<file path="src/rtl/stss_pkg.sv">
// shared types, constants and signature functions of the save type scanner
`default_nettype none

package stss_pkg;

   localparam int COUNT_BITS_DEFAULT = 25;
   localparam int WIN_DEPTH = 9;
   localparam int VIEW_LEN = 10;
   localparam int MIN_FOLLOW = 16;

   typedef enum logic [2:0] {
      KIND_NONE     = 3'd0,
      KIND_EEPROM   = 3'd1,
      KIND_SRAM     = 3'd2,
      KIND_FLASH64  = 3'd3,
      KIND_FLASH128 = 3'd4
   } save_kind_type;

   // ten-byte view, element 0 is the oldest byte
   typedef logic [VIEW_LEN-1:0][7:0] view_type;

   // signatures left-justified in 80 bits, first character in the top byte
   localparam logic [79:0] SIG_EEPROM   = {"EEPROM", "_V", 16'h0000};
   localparam logic [79:0] SIG_SRAM     = {"SRAM_V", 32'h0000_0000};
   localparam logic [79:0] SIG_SRAM_F   = {"SRAM_F", "_V", 16'h0000};
   localparam logic [79:0] SIG_FLASH    = {"FLASH_V", 24'h00_0000};
   localparam logic [79:0] SIG_FLASH512 = {"FLASH512", "_V"};
   localparam logic [79:0] SIG_FLASH1M  = {"FLASH1M", "_V", 8'h00};

   function automatic logic sig_match(view_type view, logic [79:0] sig, logic [3:0] len);
      logic hit;
      hit = 1'b1;
      for (int i = 0; i < VIEW_LEN; i++) begin
         if ((i < int'(len)) && (view[i] != sig[79-8*i -: 8])) begin
            hit = 1'b0;
         end
      end
      return hit;
   endfunction

   function automatic save_kind_type classify(view_type view);
      save_kind_type kind;
      priority if (sig_match(view, SIG_EEPROM, 4'd8)) begin
         kind = KIND_EEPROM;
      end else if (sig_match(view, SIG_SRAM, 4'd6) || sig_match(view, SIG_SRAM_F, 4'd8)) begin
         kind = KIND_SRAM;
      end else if (sig_match(view, SIG_FLASH, 4'd7)
                   || sig_match(view, SIG_FLASH512, 4'd10)) begin
         kind = KIND_FLASH64;
      end else if (sig_match(view, SIG_FLASH1M, 4'd9)) begin
         kind = KIND_FLASH128;
      end else begin
         kind = KIND_NONE;
      end
      return kind;
   endfunction

endpackage

`default_nettype wire

</file>
<file path="src/rtl/save_type_signature_scanner.sv">
// save type scanner: matches save signatures in a byte stream, one result per image
//
// usage
//   req channel takes one image byte per transfer in address order; req_tlast
//   marks the final byte of the image. rsp channel gives one transfer per
//   image, on its last byte, carrying the detected save kind.
//   every start position is tested against six signatures over a ten-byte
//   view; the earliest hit wins, and it counts only when at least sixteen
//   bytes of the image follow its start position.
// timing
//   one byte per cycle sustained while no result blocks the input; the
//   signature compare and the hit update fit in the single stage between the
//   input register and the result register, which drives rsp.
// reset and stall
//   reset empties both registers and clears counter and hit state. while a
//   result waits on rsp_tready, bytes keep flowing until a second last byte
//   reaches the input register; req_tready then drops until the result goes.
//   after each last byte the scanner starts a fresh image.
`default_nettype none

module save_type_signature_scanner #(
   parameter int COUNT_BITS = stss_pkg::COUNT_BITS_DEFAULT
) (
   input  wire logic       clock,
   input  wire logic       reset,
   input  wire logic       req_tvalid,
   output logic            req_tready,
   input  wire logic [7:0] req_tdata,   // [7:0] data_byte
   input  wire logic       req_tlast,   // last_byte
   output logic            rsp_tvalid,
   input  wire logic       rsp_tready,
   output logic [7:0]      rsp_tdata    // [2:0] save_kind, [7:3] zero
);

   localparam logic [COUNT_BITS-1:0] FIRST_TEST = COUNT_BITS'(stss_pkg::WIN_DEPTH);
   localparam logic [COUNT_BITS-1:0] COUNT_MAX  = {COUNT_BITS{1'b1}};
   localparam logic [COUNT_BITS:0]   FOLLOW     = (COUNT_BITS+1)'(stss_pkg::MIN_FOLLOW);

   // input register
   logic                 s1_valid_ff, s1_valid_in;
   logic [7:0]           s1_data_ff, s1_data_in;
   logic                 s1_last_ff, s1_last_in;

   // scan state
   logic [7:0]           win_ff [stss_pkg::WIN_DEPTH];
   logic [7:0]           win_in [stss_pkg::WIN_DEPTH];
   logic [COUNT_BITS-1:0] count_ff, count_in;
   logic                 hit_found_ff, hit_found_in;
   logic [COUNT_BITS-1:0] hit_pos_ff, hit_pos_in;
   stss_pkg::save_kind_type hit_kind_ff, hit_kind_in;

   // result register
   logic                 rsp_valid_ff, rsp_valid_in;
   stss_pkg::save_kind_type rsp_kind_ff, rsp_kind_in;

   stss_pkg::view_type   view;
   stss_pkg::save_kind_type kind_now;
   logic                 advance;
   logic                 req_xfer;
   logic                 far_enough;

   always_comb begin
      for (int i = 0; i < stss_pkg::WIN_DEPTH; i++) begin
         view[i] = win_ff[i];
      end
      view[stss_pkg::WIN_DEPTH] = s1_data_ff;
   end

   assign kind_now   = stss_pkg::classify(view);
   assign advance    = s1_valid_ff && (!s1_last_ff || !rsp_valid_ff || rsp_tready);
   assign req_tready = !s1_valid_ff || advance;
   assign req_xfer   = req_tvalid && req_tready;
   assign far_enough = ({1'b0, hit_pos_ff} + FOLLOW) <= {1'b0, count_ff};

   always_comb begin
      s1_valid_in  = s1_valid_ff;
      s1_data_in   = s1_data_ff;
      s1_last_in   = s1_last_ff;
      win_in       = win_ff;
      count_in     = count_ff;
      hit_found_in = hit_found_ff;
      hit_pos_in   = hit_pos_ff;
      hit_kind_in  = hit_kind_ff;
      rsp_valid_in = rsp_valid_ff && !rsp_tready;
      rsp_kind_in  = rsp_kind_ff;

      if (req_xfer) begin
         s1_valid_in = 1'b1;
         s1_data_in  = req_tdata;
         s1_last_in  = req_tlast;
      end else if (advance) begin
         s1_valid_in = 1'b0;
      end

      if (advance) begin
         for (int i = 0; i < stss_pkg::WIN_DEPTH - 1; i++) begin
            win_in[i] = win_ff[i+1];
         end
         win_in[stss_pkg::WIN_DEPTH-1] = s1_data_ff;
         if (s1_last_ff) begin
            // a hit found on the last byte can never have enough bytes after it
            rsp_valid_in = 1'b1;
            rsp_kind_in  = (hit_found_ff && far_enough) ? hit_kind_ff : stss_pkg::KIND_NONE;
            count_in     = '0;
            hit_found_in = 1'b0;
            hit_pos_in   = '0;
            hit_kind_in  = stss_pkg::KIND_NONE;
         end else begin
            if (count_ff != COUNT_MAX) begin
               count_in = count_ff + 1'b1;
            end
            if (!hit_found_ff && (count_ff >= FIRST_TEST)
                && (kind_now != stss_pkg::KIND_NONE)) begin
               hit_found_in = 1'b1;
               hit_kind_in  = kind_now;
               hit_pos_in   = count_ff - FIRST_TEST;
            end
         end
      end
   end

   always_ff @(posedge clock) begin
      if (reset) begin
         s1_valid_ff  <= 1'b0;
         count_ff     <= '0;
         hit_found_ff <= 1'b0;
         hit_pos_ff   <= '0;
         hit_kind_ff  <= stss_pkg::KIND_NONE;
         rsp_valid_ff <= 1'b0;
      end else begin
         s1_valid_ff  <= s1_valid_in;
         count_ff     <= count_in;
         hit_found_ff <= hit_found_in;
         hit_pos_ff   <= hit_pos_in;
         hit_kind_ff  <= hit_kind_in;
         rsp_valid_ff <= rsp_valid_in;
      end
   end

   always_ff @(posedge clock) begin
      s1_data_ff  <= s1_data_in;
      s1_last_ff  <= s1_last_in;
      win_ff      <= win_in;
      rsp_kind_ff <= rsp_kind_in;
   end

   assign rsp_tvalid = rsp_valid_ff;
   assign rsp_tdata  = {5'b00000, rsp_kind_ff};

endmodule

`default_nettype wire

</file>
<file path="config.mk">
export PLATFORM = sky130hd
export DESIGN_NAME = save_type_signature_scanner
export DESIGN_NICKNAME = d
export VERILOG_FILES = /design/src/rtl/stss_pkg.sv /design/src/rtl/save_type_signature_scanner.sv
export SDC_FILE = /design/constraint.sdc
export NUM_CORES = 1
export LEC_CHECK = 0
export ABC_AREA = 1
export BUFFER_PORTS_ARGS = -buffer_cell sky130_fd_sc_hd__buf_2
export CORE_ASPECT_RATIO = 1.4
export CORE_MARGIN = 5
export CORE_UTILIZATION = 65
export DETAILED_ROUTE_END_ITERATION = 7
export PLACE_DENSITY = 0.92
export RECOVER_POWER = 25
export SYNTH_ARGS = -nofsm -noshare
export SYNTH_HDL_FRONTEND = slang
export SYNTH_SLANG_ARGS = --single-unit
export TNS_END_PERCENT = 5
</file>
<file path="constraint.sdc">
create_clock -name clock -period 10.4 [get_ports clock]
set_input_delay 0.52 -clock clock [delete_from_list [all_inputs] [get_ports clock]]
set_output_delay 0.52 -clock clock [all_outputs]
set_load 0.02 [all_outputs]
</file>
### Word-level counts from Yosys, hierarchy flattened

Index checks and enable logic that the tools add are counted.

| word-level totals | value |
|---|---|
| flip-flop bits (word level) | 140 |
| latch bits | 0 |
| memory bits (writable) | 0 |
| memory bits (read-only) | 0 |
| bits of input ports | 13 |
| output and inout port bits | 10 |
| word-level logic and storage cells | 135 |
| memories kept | 0 |

| cells by class | value |
|---|---|
| add/subtract/negate cells | 3 |
| multipliers | 0 |
| divide/modulo/power cells | 0 |
| $lt $le $gt $ge | 2 |
| equal/unequal tests | 31 |
| shift-type cells | 0 |
| muxes and demuxes | 58 |
| bitwise operators | 0 |
| reductions and logical operators | 23 |

Operators by type and width:

| operator | count |
|---|---|
| $ne 8x7->1 const B | 26 |
| $mux 25 | 4 |
| $mux 1 | 48 |
| $ne 8x6->1 const B | 4 |
| $add 25x5->26 const B | 1 |
| $le 26x25->1 | 1 |
| $add 25x1->25 const B | 1 |
| $ge 25x4->1 const B | 1 |
| $ne 25x25->1 const B | 1 |
| $sub 25x4->25 const B | 1 |
| $mux 3 | 6 |
| $logic_and 1x1->1 | 6 |
| $reduce_and 2->1 | 3 |
| $reduce_bool 2->1 | 3 |
| $logic_not 1->1 | 5 |
| $logic_or 1x1->1 | 5 |
| $reduce_bool 3->1 | 1 |

### Longest topological paths before layout

Gate-level depths: netlist of the first run.

| logic depth | value |
|---|---|
| depth after elaboration | 25 |
| mapped depth | 20 |
| depth with buffers taken out | 20 |

### Worst setup path after synthesis of the first run

Ideal clock, no wire load.

| timing path | value |
|---|---|
| kind | in2reg |
| start | input port rsp_tready |
| end | register count_ff[8] |
| library setup time | 0.117 ns |
| data arrival time | 3.970 ns |
| required time | 10.283 ns |
| slack | 6.313 ns |
| cell stages on the path | 8 |
| path buffers | 1 |
| path through | nor2_1 a21oi_2 nand2_2 nand2_1 inv_1 clkbuf_1 o21ai_0 nor2_1 |

| on the way | value |
|---|---|
| word-level cells in the longest chain between the ends | 3 |

RTL lines:

| element | RTL line | source |
|---|---|---|
| start: declaration | save_type_signature_scanner.sv:31 | `input wire logic rsp_tready,` |
| $logic_or 1x1->1 | save_type_signature_scanner.sv:70 | `assign advance = s1_valid_ff && (!s1_last_ff \|\| !rsp_valid_ff \|\| rsp_tready);` |
| $logic_and 1x1->1 | save_type_signature_scanner.sv:70 |  |
| net advance | save_type_signature_scanner.sv:58 | `logic advance;` |
| $reduce_and 2->1 (no line) | n/a |  |
| end signal: assignment | save_type_signature_scanner.sv:132 | `count_ff <= count_in;` |
| end: declaration | save_type_signature_scanner.sv:47 | `logic [COUNT_BITS-1:0] count_ff, count_in;` |

The timed path passes the listed nets, and every way through them passes these cells.
A chain may end at the register's enable or synchronous reset.

### Worst setup path after layout of the first run

| timing path | value |
|---|---|
| start | register s1_last_ff |
| end | register count_ff[15] |

| on the way | value |
|---|---|
| word-level cells in the longest chain between the ends | 5 |
| elaborated cells between the ends (all ways) | 7 |
| classes of those cells | mux: 1; reduce/logical: 6 |

RTL lines:

| element | RTL line | source |
|---|---|---|
| start: declaration | save_type_signature_scanner.sv:42 | `logic s1_last_ff, s1_last_in;` |
| start signal: assignment | save_type_signature_scanner.sv:142 | `s1_last_ff <= s1_last_in;` |
| $logic_not 1->1 | save_type_signature_scanner.sv:70 |  |
| $logic_or 1x1->1 (2 in a row) | save_type_signature_scanner.sv:70 |  |
| $logic_and 1x1->1 | save_type_signature_scanner.sv:70 |  |
| net advance | save_type_signature_scanner.sv:58 |  |
| $reduce_and 2->1 (no line) | n/a |  |

The timed path passes the listed nets, and every way through them passes these cells.

==> results of run 1 <==
==> state kept, by name (all words and copies together) (netlist names), 3 cells and up <==
signal	count
count_ff	25
hit_kind_ff	3
hit_pos_ff	25
rsp_kind_ff	3
s1_data_ff	8
view	72
==> worst reg2reg max path, delay by kind of cell, from the launching register on <==
kind	cells	cell delay [ns]
AO/OA/AOI/OAI	3	1.37
buffers and inverters	2	0.85
flip-flops	1	0.77
AND/OR/NAND/NOR	2	0.76
==> Yosys cell counts <==
| cell | count |
|---|---|
| buf_2 | 8 |
| xnor2_1 | 3 |
| nor2_4 | 1 |
| nor4_2 | 2 |
| nor3_1 | 35 |
| inv_4 | 2 |
| inv_1 | 148 |
| nor4_1 | 7 |
| nand2_1 | 192 |
| or2_2 | 2 |
| a21oi_1 | 46 |
| nand3_1 | 71 |
| clkbuf_1 | 9 |
| nor2_2 | 27 |
| a221oi_1 | 1 |
| nand4_1 | 40 |
| o21a_1 | 1 |
| and3_1 | 1 |
| inv_2 | 4 |
| conb_1 | 1 |
| nor3_4 | 1 |
| nor3_2 | 4 |
| o21ai_0 | 18 |
| buf_4 | 7 |
| o31ai_1 | 1 |
| nand2_8 | 1 |
| a31oi_1 | 4 |
| nand2_2 | 5 |
| clkinv_1 | 1 |
| edfxtp_1 | 84 |
| buf_6 | 6 |
| nand3b_1 | 8 |
| nor2_1 | 154 |
| ha_1 | 29 |
| dfxtp_1 | 56 |
| xor2_1 | 29 |
| a21oi_2 | 1 |
| o211ai_1 | 2 |
| nand3_2 | 1 |
| buf_12 | 1 |
| nand3_4 | 1 |
| o21ai_1 | 2 |
| a211oi_1 | 3 |
==> report_power, final <==
group / internal (mW) / leakage, nW / switching (mW) / total [mW]
clock: 0.354 / 0.282 / 0.242 / 0.596
sequential: 0.609 / 1.25 / 0.0165 / 0.625
combinational: 0.0265 / 2.26 / 0.0555 / 0.0820
total: 0.990 / 3.79 / 0.314 / 1.30
==> final cells by class <==
| cell class | instances | share of cell area |
|---|---|---|
| Timing Repair Buffer | 19 | 0.0115 |
| Clock inverter | 13 | 0.0161 |
| Inverter | 155 | 0.0672 |
| Clock buffer | 19 | 0.0496 |
| Tap cell | 150 | 0.0215 |
| Sequential cell | 140 | 0.417 |
| Multi-Input combinational cell | 698 | 0.417 |
==> cell usage in the layout, fill, tap and decap left out, types with 7 or more instances in the layout <==
cell       count
o21ai_0       18
nor4_1         7
edfxtp_1      84
nor2_2        27
dfxtp_1       56
ha_1          29
nor3_1        35
clkbuf_16     17
inv_1        148
nand2_1      192
a21oi_1       46
nand4_1       40
buf_2         17
nand3b_1       8
xor2_1        29
nand3_1       71
nor2_1       154
==> per-stage QoR <==
step / power, mW / util
6_report: 1.30 / 0.712
5_1_grt: 1.34 / 0.712
4_1_cts: 1.30 / 0.712
3_5_place_dp: 0.716 / 0.666
3_3_place_gp: 0.713 / 0.666
2_1_floorplan: 0.696 / -
==> path summary, 6_finish.rpt <==
check | from | endpoint | slack (ns) | cells after the start
setup reg to reg | s1_last_ff | count_ff[15] | 6.54 | 7
hold reg to reg | view[31] | view[23] | 0.45 | 0
setup / recovery | s1_last_ff | count_ff[15] | 6.54 | 7
hold / removal | req_tdata[7] | s1_data_ff[7] | 0.26 | 1
==> layer usage <==
layer / track usage / share of wire
met3: 0.0624 / 0.087
met2: 0.455 / 0.49
met1: 0.310 / 0.38
met4: 0.126 / 0.040
met5: 0 / 0
==> kinds of logic (layout without fill, tap and decap cells) <==
kind of cell,count (synthesis),count (layout),synth area share
compound gates,79,79,0.0528
other cells,1,5,0.000465
simple gates,553,553,0.315
flops,140,140,0.452
buf+inv,186,206,0.0994
xor+xnor,32,32,0.0348
fa+ha+maj,29,29,0.0450
==> impl_metrics.py, run 1 <==
metrics = {
    "yosys": {
        "ys_ff_latch": 140,
        "synth_top_cell_by_area": "edfxtp_1",
        "synth_warnings": 0,
        "syn_area_per_cell_um2": 7.90,
        "yosysUniqueCellTypes": 43,
        "synthTopCellsByArea": "edfxtp_1, dfxtp_1, nand2_1",
        "synth_area_mm2": 0.00806,
        "netlist.area_leader.share": 0.313,
        "synth.yosys.seq_area_share": 0.452,
        "syn_inst": 1020,
    },
    "sta": {
        "maxSlewViolCount": 0,
        "worstMarginPinSlew_ns": 1.17,
        "hold_viol": 0,
        "max_freq_ghz": 0.259,
        "finalSetupViolCount": 0,
        "finalCritPeriodShare": 0.371,
        "tns_ns": 0,
        "rsz0062_at_grt": "no",
        "slew_headroom": 0.219,
        "layout_setup_ws_ns": 6.54,
        "whs_ns": 0.259,
        "skew_ns": 0.00906,
        "layout_min_cycle_time_ns": 3.86,
    },
    "placed_design": {
        "hpwlAfterDp_um": 13500,
        "post-place-ws_ns": 6.62,
        "post_dp_cell_area_mm2": 0.00816,
        "numPortBuffers": 17,
        "dp.cells": 1162,
        "place.gp.congestion": 0.933,
    },
    "pwr": {
        "irDropWorstVdd_v": 0.000128,
        "power.density_mw_per_mm2": 149,
        "leakage_nw": 3.79,
    },
    "die": {
        "ios": 23,
        "die_area_mm2": 0.0148,
        "chipWidth_um": 104,
        "initial_core_util": 0.658,
        "core_area_mm2": 0.0123,
        "die_y_um": 142,
        "rows": 48,
    },
    "worst_setup_path": {
        "crit_path_cell_trace": "a21oi_4 -> buf_4 -> nand2_2 -> nand2_1 -> inv_1 -> o21ai_0 -> a21oi_1",
        "arrival_ns": 4.17,
        "worstSetupPathType": "register to register",
        "cp_max_fo": 39,
        "critPathMaxStageDelay_ns": 1.06,
        "startpoint_type": "register",
        "critPathBufInv": 2,
        "cp_slowest_cell": "a21oi_4",
        "crit_required_ns": 10.71,
        "end_kind": "register",
        "critPathTopFamily": "compound AO/OA/AOI/OAI gates",
    },
    "detailed_routing": {
        "num_vias": 7040,
        "drc": 0,
        "viasPerCell": 5.90,
        "final_antenna_net_count": 0,
        "firstDrtPassIters": 7,
        "drt_iter0_markers": 754,
        "wl_um": 19300,
        "drt-wirelength-per-cell_um": 16.2,
    },
    "clocking": {
        "postCtsHoldBufs": 0,
        "cts_setup_buffers": 0,
        "cts_made_buffers": 17,
        "max-clock-path-buffers": 2,
        "worstSkewPairLatency_ns": 0.43,
        "root_buffer": "clkbuf_16",
        "cts_tree": "done",
        "cts_resized": 0,
        "clkTransAtPathRegs_ns": 0.06,
        "clock-sinks": 140,
        "cts-htree-levels": 4,
    },
    "finish": {
        "finalNonFillerCells": 1194,
        "seq_area_mm2": 0.00364,
        "drive_above_1_share": 0.0967,
        "area_delta_synth_final_pct": 8.31,
        "num-fill-cells": 878,
        "fin_area_mm2": 0.00873,
        "multiInputGateArea_mm2": 0.00364,
        "final_nets": 1073,
        "diodes": 0,
    },
    "job": {
        "drv_cap": 0,
    },
    "global_route": {
        "grtUsageTotal": 0.264,
        "overflow": 0,
        "grt_max_degree": 40,
        "grt_pass1_vias": 6826,
        "antenna_found_initial": 0,
        "grt_pass1_wl_um": 31400,
    },
    "hold_path": {
        "hold_class": "primary input to register",
    },
    "outcome": {
        "outcome": "complete, no violations",
    },
}
(Power assumes the default switching activity.)
==> run 2, diff against run 1 <==
ABC_AREA = 0   (was 1)
CORE_UTILIZATION = 62   (was 65)
PLACE_DENSITY = 0.89   (was 0.92)
clock period = 3.7 ns   (was 10.4 ns; I/O delays follow)
==> impl_metrics.py, run 2 <==
metrics = {
    "outcome": {
        "outcome": "complete, no violations",
    },
    "sta": {
        "finalCritPeriodShare": 0.888,
        "slew_headroom": 0.218,
        "worstMarginPinSlew_ns": 1.17,
        "max_freq_ghz": 0.304,
        "finalSetupViolCount": 0,
        "skew_ns": 0.00737,
        "tns_ns": 0,
        "hold_viol": 0,
        "rsz0062_at_grt": "no",
        "whs_ns": 0.0786,
        "layout_min_cycle_time_ns": 3.28,
        "maxSlewViolCount": 0,
    },
    "pwr": {
        "total_power_mw": 3.41,
        "power.density_mw_per_mm2": 432,
        "leakage_nw": 3.01,
        "irDropWorstVdd_v": 0.000371,
    },
    "worst_setup_path": {
        "arrival_ns": 3.57,
        "end_kind": "register",
        "crit_required_ns": 3.99,
        "r2r_cells": 12,
        "cp_max_fo": 5,
        "reg2reg_slack_ns": 0.42,
        "startpoint_type": "register",
        "worstSetupPathType": "register to register",
    },
    "die": {
        "core_area_mm2": 0.0113,
        "initial_core_util": 0.628,
        "die_area_mm2": 0.0137,
        "ios": 23,
        "chipWidth_um": 100,
        "rows": 46,
        "die_y_um": 137,
    },
    "global_route": {
        "antenna_found_initial": 0,
        "grt_max_degree": 74,
        "grt_pass1_vias": 5500,
        "overflow": 0,
        "grt_pass1_wl_um": 26600,
        "grtUsageTotal": 0.251,
    },
    "detailed_routing": {
        "viasPerCell": 6.19,
        "wl_um": 16100,
        "num_vias": 5301,
        "final_antenna_net_count": 0,
        "drt-wirelength-per-cell_um": 18.8,
        "drt_iter0_markers": 441,
        "drc": 0,
        "firstDrtPassIters": 5,
    },
    "yosys": {
        "ys.flop_type": "edfxtp_1",
        "synthArstFlopShare": 0,
        "syn_inst": 672,
        "netlist.area_leader.share": 0.356,
        "synth.yosys.seq_area_share": 0.514,
        "synth_edf_count": 84,
        "ys_top_cells_by_count": "edfxtp_1, nand2_1, dfxtp_1, xnor2_1, nor2_1",
        "synth_area_mm2": 0.00709,
        "syn_area_per_cell_um2": 10.5,
        "ys_ff_latch": 140,
        "synth_top_cell_by_area": "edfxtp_1",
        "synthTopCellsByArea": "edfxtp_1, dfxtp_1, xnor2_1",
        "yosysMostFrequentCell": "edfxtp_1",
        "synth_warnings": 0,
        "yosysUniqueCellTypes": 57,
    },
    "hold_path": {
        "hold_class": "primary input to register",
        "holdPathStages": 2,
    },
    "job": {
        "drv_cap": 0,
    },
    "finish": {
        "final_cell_mix": "edfxtp_1, nand2_1, dfxtp_1",
        "largest_reg_flops": 72,
        "diodes": 0,
        "layout_commonest_cell": "edfxtp_1",
        "drive_above_1_share": 0.0842,
        "area_delta_synth_final_pct": 11.4,
        "final_nets": 743,
        "post-route-util": 0.700,
        "num-fill-cells": 781,
    },
    "placed_design": {
        "numPortBuffers": 17,
        "place.gp.congestion": 0.992,
        "hpwlAfterDp_um": 11300,
    },
    "clocking": {
        "cts-htree-levels": 4,
        "cts_made_buffers": 17,
        "root_buffer": "clkbuf_16",
        "cts_setup_buffers": 0,
        "worstSkewPairLatency_ns": 0.42,
        "clkTransAtPathRegs_ns": 0.06,
        "max-clock-path-buffers": 2,
        "clock-sinks": 140,
        "cts_tree": "done",
    },
}
[run 2: cell type report]
| class | instances | area (um^2) | area share |
|---|---|---|---|
| clock buffer | 18 | 429 | 0.0543 |
| clock inverter | 13 | 118 | 0.0149 |
| inverter | 36 | 135 | 0.0171 |
| multi-input combinational | 474 | 3170 | 0.401 |
| sequential | 140 | 3640 | 0.461 |
| tap | 144 | 180 | 0.0228 |
| timing repair buffer | 32 | 223 | 0.0282 |
[run 2: final timing paths]
| path | startpoint | endpoint |
|---|---|---|
| max | hit_pos_ff[6] | rsp_kind_ff[2] |
| min | reset | count_ff[0] |
| max reg2reg | hit_pos_ff[6] | rsp_kind_ff[2] |
| min reg2reg | s1_data_ff[1] | view[65] |
[run 2: cell families (layout without fill, tap and decap cells)]
group	after synthesis	after routing	synth area share
adders and majority gates	29	29	0.0512
AOI/OAI and AO/OA	49	49	0.0464
muxes	29	29	0.0410
xor gates and xnor gates	57	57	0.0704
other	1	5	0.000529
and+or+nand+nor	305	305	0.234
buffers and inverters	62	99	0.0424
DFF	140	140	0.514
[run 2: timing repair]
| action | in CTS | in global routing |
|---|---|---|
| gates resized for setup | 0 | 0 |
| hold endpoints to repair | 10 | 0 |
| hold buffers | 10 | 0 |
[run 2: per-layer routing]
layer / routed length, um / track usage / vias up
met5: 0 / 0 / -
met4: 977 / 0.181 / 0
met3: 849 / 0.0500 / 85
met2: 8190 / 0.433 / 217
met1: 6060 / 0.272 / 2519
li1: - / - / 2480
[run 2: critical path: stages, from the launching register on]
cell and delay (ns):
dfxtp_1 0.39, and3_1 0.24, nand4_1 0.15, or3_1 0.41, nor3_1 0.21, xor2_1 0.22
ha_1 0.30, a211oi_1 0.23, o21ai_0 0.13, a211oi_1 0.28, o211ai_1 0.15, a21oi_1 0.27
and2_1 0.18
[run 2: power breakdown]
group	total (mW)	switching, mW	internal [mW]
Clock	1.58	0.658	0.923
Sequential	1.73	0.0329	1.70
Combinational	0.0983	0.0656	0.0326
Total	3.41	0.756	2.65
[run 2: per-stage QoR]
stage / instances / instance area, um^2 / worst slack (ns)
2_1_floorplan: 676 / 7100 / 0.230
3_3_place_gp: 816 / 7250 / 0.674
3_5_place_dp: 816 / 7250 / 0.430
4_1_cts: 857 / 7900 / 0.405
5_1_grt: 857 / 7900 / 0.151
6_report: 857 / 7900 / 0.415
